## src/hw/rtl/ladj_pkg.sv

```systemverilog
// Package for the lower-to-full adjacency builder: sizes, codes and payload types.
// Used by every module in hw/rtl.
package ladj_pkg;

  localparam int MAX_NODES   = 1024;
  localparam int MAX_ENTRIES = 8192;
  localparam int NW = 11;
  localparam int VW = 14;
  localparam int PA = 11;
  localparam int AA = 13;

  localparam logic [2:0] REQ_NODE  = 3'd0;
  localparam logic [2:0] REQ_NBR   = 3'd1;
  localparam logic [2:0] REQ_FIN   = 3'd2;
  localparam logic [2:0] REQ_RDPTR = 3'd3;
  localparam logic [2:0] REQ_RDADJ = 3'd4;

  localparam logic [1:0] ST_DATA = 2'd0;
  localparam logic [1:0] ST_DONE = 2'd1;
  localparam logic [1:0] ST_ERR  = 2'd2;
  localparam logic [1:0] ST_OVF  = 2'd3;

  typedef struct packed {
    logic [2:0]  req_type;
    logic [9:0]  lower_degree;
    logic [9:0]  total_degree;
    logic [10:0] neighbor;
    logic [13:0] index;
  } req_t;

  typedef struct packed {
    logic [13:0] value;
    logic [1:0]  status;
  } rsp_t;

  typedef enum logic [2:0] {
    OP_NONE, OP_NODE, OP_NBR, OP_FIN, OP_RDPTR, OP_RDADJ, OP_STAT
  } op_e;

  // Classified command handed from front to back.
  typedef struct packed {
    op_e         op;
    logic [1:0]  status;
    logic [9:0]  lower_degree;
    logic [9:0]  total_degree;
    logic [10:0] neighbor;
    logic [13:0] index;
  } cmd_t;

  typedef enum logic [2:0] {
    S_IDLE, S_NBR_RD, S_NBR_WR, S_FIN_RD, S_FIN_WR, S_RD_WAIT
  } bstate_e;

endpackage

```

## src/hw/rtl/ladj_front.sv

```systemverilog
// Front end: accepts requests, checks sequencing and ranges, tracks node and
// neighbour counts. Depends on ladj_pkg.
module ladj_front import ladj_pkg::*; (
  input  logic        clk,
  input  logic        rst,
  input  logic        take,
  input  req_t        req,
  input  logic [10:0] node_count,
  input  logic        dec_undo,
  output cmd_t        cmd
);

  logic [10:0] current_node;
  logic [9:0]  neighbors_left;
  logic [13:0] next_row_start;
  logic        built;
  logic [10:0] n_eff;
  logic [14:0] row_end;

  assign n_eff = (node_count > 11'(MAX_NODES)) ? 11'(MAX_NODES) : node_count;
  assign row_end = {1'b0, next_row_start} + {5'd0, req.total_degree};

  always_comb begin
    cmd = '{op: OP_STAT, status: ST_ERR, lower_degree: req.lower_degree,
            total_degree: req.total_degree, neighbor: req.neighbor, index: req.index};
    case (req.req_type)
      REQ_NODE: begin
        if (n_eff == '0 || built || neighbors_left != '0 || current_node >= n_eff ||
            req.lower_degree > req.total_degree)
          cmd.status = ST_ERR;
        else if (row_end > 15'(MAX_ENTRIES + 1))
          cmd.status = ST_OVF;
        else
          cmd.op = OP_NODE;
      end
      REQ_NBR: begin
        if (!(neighbors_left == '0 || req.neighbor == '0 || req.neighbor >= current_node))
          cmd.op = OP_NBR;
      end
      REQ_FIN: begin
        if (n_eff == '0)
          cmd.status = ST_DONE;
        else if (!(built || current_node != n_eff || neighbors_left != '0))
          cmd.op = OP_FIN;
      end
      REQ_RDPTR: begin
        if (req.index != '0 && req.index <= 14'(MAX_NODES + 1)) cmd.op = OP_RDPTR;
      end
      REQ_RDADJ: begin
        if (req.index != '0 && req.index <= 14'(MAX_ENTRIES)) cmd.op = OP_RDADJ;
      end
      default: cmd.status = ST_ERR;
    endcase
  end

  // The front counts down the neighbours as they are taken; when the back end finds an
  // overflow it reports an undo and the count goes back up.
  always_ff @(posedge clk) begin
    if (rst) begin
      current_node   <= '0;
      neighbors_left <= '0;
      next_row_start <= 14'd1;
      built          <= 1'b0;
    end else if (take) begin
      if (cmd.op == OP_NODE) begin
        current_node   <= current_node + 11'd1;
        neighbors_left <= req.lower_degree;
        next_row_start <= row_end[13:0];
      end else if (cmd.op == OP_NBR) begin
        neighbors_left <= neighbors_left - 10'd1;
      end else if (cmd.op == OP_FIN) begin
        built <= 1'b1;
      end
    end else if (dec_undo) begin
      neighbors_left <= neighbors_left + 10'd1;
    end
  end

endmodule

```

## config.mk

```make
export PLATFORM = sky130hd
export DESIGN_NAME = ladj_front
export DESIGN_NICKNAME = d
export VERILOG_FILES = /design/src/hw/rtl/ladj_pkg.sv /design/src/hw/rtl/ladj_front.sv
export SDC_FILE = /design/constraint.sdc
export NUM_CORES = 1
export LEC_CHECK = 0
export BUFFER_PORTS_ARGS = -buffer_cell sky130_fd_sc_hd__buf_2
export CAP_MARGIN = 0
export CORE_MARGIN = 2
export CORE_UTILIZATION = 30
export DETAILED_ROUTE_END_ITERATION = 12
export PLACE_DENSITY_LB_ADDON = 0.12
export RECOVER_POWER = 50
export SETUP_SLACK_MARGIN = 0.5
export SYNTH_ARGS = -nofsm -noshare
export SYNTH_HDL_FRONTEND = slang
export SYNTH_SLANG_ARGS = --single-unit
```

## constraint.sdc

```tcl
create_clock -name clk -period 4.08 [get_ports clk]
set_input_delay 0.612 -clock clk [delete_from_list [all_inputs] [get_ports clk]]
set_output_delay 0.612 -clock clk [all_outputs]
set_load 0.01 [all_outputs]
```

==> metrics.cfg, run 1 <==
[sta]
finalHoldViolCount=0
timing.final.setup_violations=0
rsz_0062_raised_after_global_routing=yes
skew_ps=9.58
fin_crit_ps=3500
worst_slew_pin_slew_ps=653
clock.fmax_mhz=285
layout_setup_ws_ps=577
whs_ps=472
final-max-slew-violation-count=0
timing.slew.headroom=0.565
final_critical_path_share_of_the_clock_period=0.859

[drt]
first_pass_iters=4
route.detailed.vias_per_inst=5.24
vias=4325
post-route-drc-count=0
drt-initial-drc-count=267
routed_wire_length_per_instance_um=16.0
route.final.wire_length_mm=13.2
final_ant_viol_nets=0

[global_routing]
global_route_wire_length_before_repair_mm=20.9
grt_antenna_before_repair=0
gr-usage-all-layers=0.179
grt_max_degree=32
grt_overflow_total=0
vias_in_the_first_global_route=4013

[yosys]
synth_cells=554
postSynth.asyncResetShare=0
area_fraction_of_the_dominant_cell_type_after_synthesis=0.176
yosys_warnings=0
yosysUniqueCellTypes=72
synth_top_cell_by_area=dfxtp_1
synth-main-ff-cell=dfxtp_1
synth.top_cells.by_area=dfxtp_1 (18%), ha_1 (14%), buf_4 (8.2%), nand2_1 (5.6%), nor2_1 (3.8%)
avgSynthCellArea_um2=7.40
synthMostInstantiatedCell=nand2_1
synth-edff-count=0
register_bit_total_from_synthesis=36
synthesis.area_um2=4100
synthTopCellsByCount=nand2_1 (61), buf_4 (45), ha_1 (45), nor2_1 (42), inv_1 (37)
synth_sequential_area_ratio=0.176
synth.net_count=663

[pwr]
power.static_leakage_nw=2.20
p_per_area_nw_per_um2=223
ir_worst_vdd_mv=0.140
post-layout-total-power_mw=1.19

[critical_path]
r2r_slack_ps=600
critical_path_class=in2reg
timing.critical_path.arrival_ps=3690
critPathLaunchType=input pin
worstSetupStartpoint=node_count[10]
depth_of_the_worst_register_to_register_path=12
setup.worst_path.end=current_node[6]
critical_path_required_ps=4270
worst_setup_path_end_kind=register
critical_path_peak_fanout=5
regToRegEndpoint=current_node[6]
worstReg2RegStart=neighbors_left[0]

[worst_hold_path]
hp-class=reg2reg

[run_status]
outcome=completed

[layout]
area_growth_pct=30.7
seqCellArea_um2=724
layout.core_utilization=0.403
design_area_um2=5360
area_taken_by_multi_input_logic_gates_um2=3230
final.fill_count=1391
final_layout_size_suffix_gt1_frac=0.290
layout.nets=757
n_antenna_cell=0

[clock_tree]
cts_buffers=5
max-clock-path-buffers=2
number_of_levels_the_h_tree_was_split_into=2
hold_buffers=0
clockRootBuffer=clkbuf_16
tritoncts=yes
clock_insertion_delay_worst_skew_ps=290
clkSinkCount=36
clkTransAtPathRegs_ps=60

[flow_run]
max_cap_viol_count=0

[floorplanning]
chipWidth_um=121
starting_density_of_the_core=0.308
coreArea_um2=13300
top_ports=113
die_area_um2=14600
chip_height_um=121
rows=42

[placement]
port_bufs=112
placed_cell_area_um2=4570
place.detailed.hpwl_mm=9.98
place.gp.congestion=0.894
dp_slack_ps=-39.7

## timing repair
action / CTS / global route
gates resized for setup: 49 / 49
endpoints found under the hold margin: 0 / 0
setup buffers: 16 / 11
pin swaps: 24 / 34
gates cloned: 0 / 1
endpoints found under the setup margin: 31 / 35
## cell type report
type / instances / share of cell area
tap: 176 / 0.0411
inverter: 38 / 0.0280
clock buffer: 6 / 0.0240
multi-input combinational: 416 / 0.602
timing repair inverter: 1 / 0.00304
sequential: 36 / 0.135
timing repair buffer: 150 / 0.160
clock inverter: 2 / 0.00654
## cell usage in the layout (no fill, tap or decap), types with 24 or more instances in the layout
cell type / instances
clkbuf_1: 44
o21ai_0: 26
dfxtp_1: 33
inv_1: 36
a21oi_1: 26
buf_2: 64
nor2_1: 40
buf_4: 37
nand2_1: 53
ha_1: 30
nand3_1: 24
## routing by layer
metal,vias to the layer above,track usage,routed length [µm]
li1,2168,-,-
met1,2019,0.247,6320
met2,126,0.292,6000
met3,12,0.0258,727
met4,0,0.0422,147
met5,-,0,0
## critical path, stage by stage
cell	delay (ps)
buf_12	120
inv_8	60
nand2_4	50
ha_4	260
nand4_1	120
nor4_2	230
nand4_1	220
o32ai_2	360
nand2_1	160
o211a_1	220
o32ai_4	370
nand2_4	80
or4_4	510
mux2_4	300
## per-stage QoR
step / setup TNS, ps / std cells
final: 0 / 825
after global routing: 0 / 825
after CTS: 0 / 813
after detailed placement: -78.8 / 789
after global placement: -49.2 / 789
after floorplan: 0 / 554
## logic make-up after synthesis
family                   synth area share
adder cells (fa/ha/maj)             0.142
flip-flops                          0.176
buffers and inverters               0.140
multiplexers                       0.0143
AND/OR/NAND/NOR                     0.265
AO/OA/AOI/OAI                       0.237
XOR/XNOR                           0.0256
## power by group
group          internal, mW  total, mW  switching [mW]  leakage, nW
Combinational         0.159      0.354           0.195         1.83
Clock                 0.288      0.454           0.166       0.0808
Sequential            0.363      0.385          0.0229        0.293
Total                 0.809       1.19           0.383         2.20
## state kept, by name, summed over array words and instances (netlist names)
signal and flops:
next_row_start 14, current_node 11, neighbors_left 10, built 1
## worst min path at each step
stage,start,to,slack [ps],cells after the start
2_1_floorplan,next_row_start[3],next_row_start[3],440,2
3_3_place_gp,next_row_start[6],next_row_start[6],450,2
3_5_place_dp,next_row_start[3],next_row_start[3],450,2
4_1_cts,next_row_start[3],next_row_start[3],460,2
5_1_grt,next_row_start[3],next_row_start[3],520,2
6_report,next_row_start[3],next_row_start[3],470,2
(Power assumes the default switching activity.)
==> run 2, diff against run 1 <==
CORE_UTILIZATION = 45   (was 30)
==> run 2 against run 1 <==
Net effect:
- largest power group is now registers
- highest routed layer unchanged
- critical path depth shrank 2
- fmax shrank 4.6%
- final area shrank 4.1%
- worst setup slack lost 170 ps
- worst hold slack gained 3.5 ps
- die area shrank 32%
==> metrics.cfg, run 2 (synthesis results as in run 1) <==
[layout]
layout.nets=753
n_antenna_cell=0
final.fill_count=827
number_of_flip_flops_in_the_largest_register=14
layout.core_utilization=0.587
register_with_the_highest_flop_count=next_row_start
layout.cells.most_common=buf_2
area_growth_pct=25.4
commonest_cells_after_routing_fill_and_taps_aside=buf_2 (66), nand2_1 (55), clkbuf_1 (43), nor2_1 (40)
final_layout_size_suffix_gt1_frac=0.276
largestRegisters=next_row_start x14, current_node x11, neighbors_left x10

[critical_path]
slowest_cp_cell=or3_4
critical_path_peak_fanout=6
depth_of_the_worst_register_to_register_path=12
worst_path_largest_cell_delay_ps=390
critical_path_class=in2out
critPathLaunchType=input pin
timing.critical_path.cells=clkbuf_1 > ha_4 > and3_1 > a22o_1 > or2_4 > o2111a_2 > buf_4 > xnor2_1 > a31oi_4 > or3_4 > nand2b_1 > buf_2
worst_setup_path_end_kind=output pin
critical_path_required_ps=3470
timing.critical_path.arrival_ps=3060

[clock_tree]
max-clock-path-buffers=2
tritoncts=yes
clockRootBuffer=clkbuf_8
hold_buffers=0
number_of_levels_the_h_tree_was_split_into=2
clkTransAtPathRegs_ps=70
clkSinkCount=36
cts_buffers=5
clock_insertion_delay_worst_skew_ps=300

[drt]
route.detailed.vias_per_inst=5.75
post-route-drc-count=0
final_ant_viol_nets=0
vias=4333
routed_wire_length_per_instance_um=15.9
drt-initial-drc-count=216
route.final.wire_length_mm=12.0
first_pass_iters=5

[sta]
whs_ps=476
final_critical_path_share_of_the_clock_period=0.900
worst_slew_pin_slew_ps=687
skew_ps=13.0
clock.fmax_mhz=272
finalHoldViolCount=0
final-max-slew-violation-count=0
rsz_0062_raised_after_global_routing=yes
fin_setup_tns_ps=0
fin_crit_ps=3670
timing.slew.headroom=0.542
timing.final.setup_violations=0

[worst_hold_path]
hp-class=reg2reg
hold-path-cell-count=2

[floorplanning]
chip_height_um=99.5
chipWidth_um=99.5
rows=34
die_area_um2=9890
starting_density_of_the_core=0.468
top_ports=113
coreArea_um2=8760

[pwr]
ir_worst_vdd_mv=0.134
power.static_leakage_nw=2.14
p_per_area_nw_per_um2=194

[placement]
place.gp.congestion=0.974
place.detailed.hpwl_mm=8.90
port_bufs=112

[global_routing]
grt_use_met2=0.406
global_route_wire_length_before_repair_mm=19.3
use_met1=0.316
gr-usage-all-layers=0.239
grt_overflow_total=0
grtUsageMet3=0.0351
grt_max_degree=32
grt-busiest-layer=met2
vias_in_the_first_global_route=4049
grt_antenna_before_repair=0

[flow_run]
max_cap_viol_count=0

[run_status]
outcome=completed

## run 2: final timing paths
check | startpoint | end | slack [ps]
worst max register to register | current_node[0] | current_node[6] | 630
worst min-delay path | next_row_start[3] | next_row_start[3] | 480
worst max-delay path | req[34] | cmd[47] | 410
worst min register to register | next_row_start[3] | next_row_start[3] | 480
## run 2: layer usage
metal	up-vias	routed length, µm
li1	2152	-
met3	17	839
met4	0	227
met5	-	0
met2	168	5620
met1	1996	5310
## run 2: power breakdown
group,internal (mW),total [mW],switching (mW)
clock,0.119,0.263,0.144
combinational,0.156,0.354,0.198
sequential,0.362,0.383,0.0208
## run 2: through the flow
step	std cells	worst slack, ps	cell area, µm²	power [mW]
floorplan	554	528	4110	0.609
global placement	718	103	4450	0.692
detailed placement	718	36.5	4450	0.695
CTS	734	487	4820	0.975
global route	753	275	5140	1.06
finish	753	410	5140	1.00
## run 2: final cells by class
type                            count  area (µm²)  share of cell area
Timing Repair Buffer              146         817               0.159
Inverter                           38         155              0.0302
Clock buffer                        5        68.8              0.0134
Clock inverter                      3        18.8             0.00365
Multi-Input combinational cell    416        3220               0.626
Tap cell                          108         135              0.0263
Sequential cell                    36         722               0.140
Timing Repair inverter              1        6.26             0.00122
## run 2: timing repair
action	in CTS	in global routing
pin swaps	17	43
gates resized for setup	41	47
setup endpoints to repair	20	30
cloned	0	1
buffers inserted	8	18
## run 2: critical path, delay by kind of cell
family | cells | cell delay [ps]
buffers and inverters | 3 | 500
adders and majority gates | 1 | 270
xor gates and xnor gates | 1 | 230
AOI/OAI and AO/OA | 3 | 540
and+or+nand+nor | 4 | 890
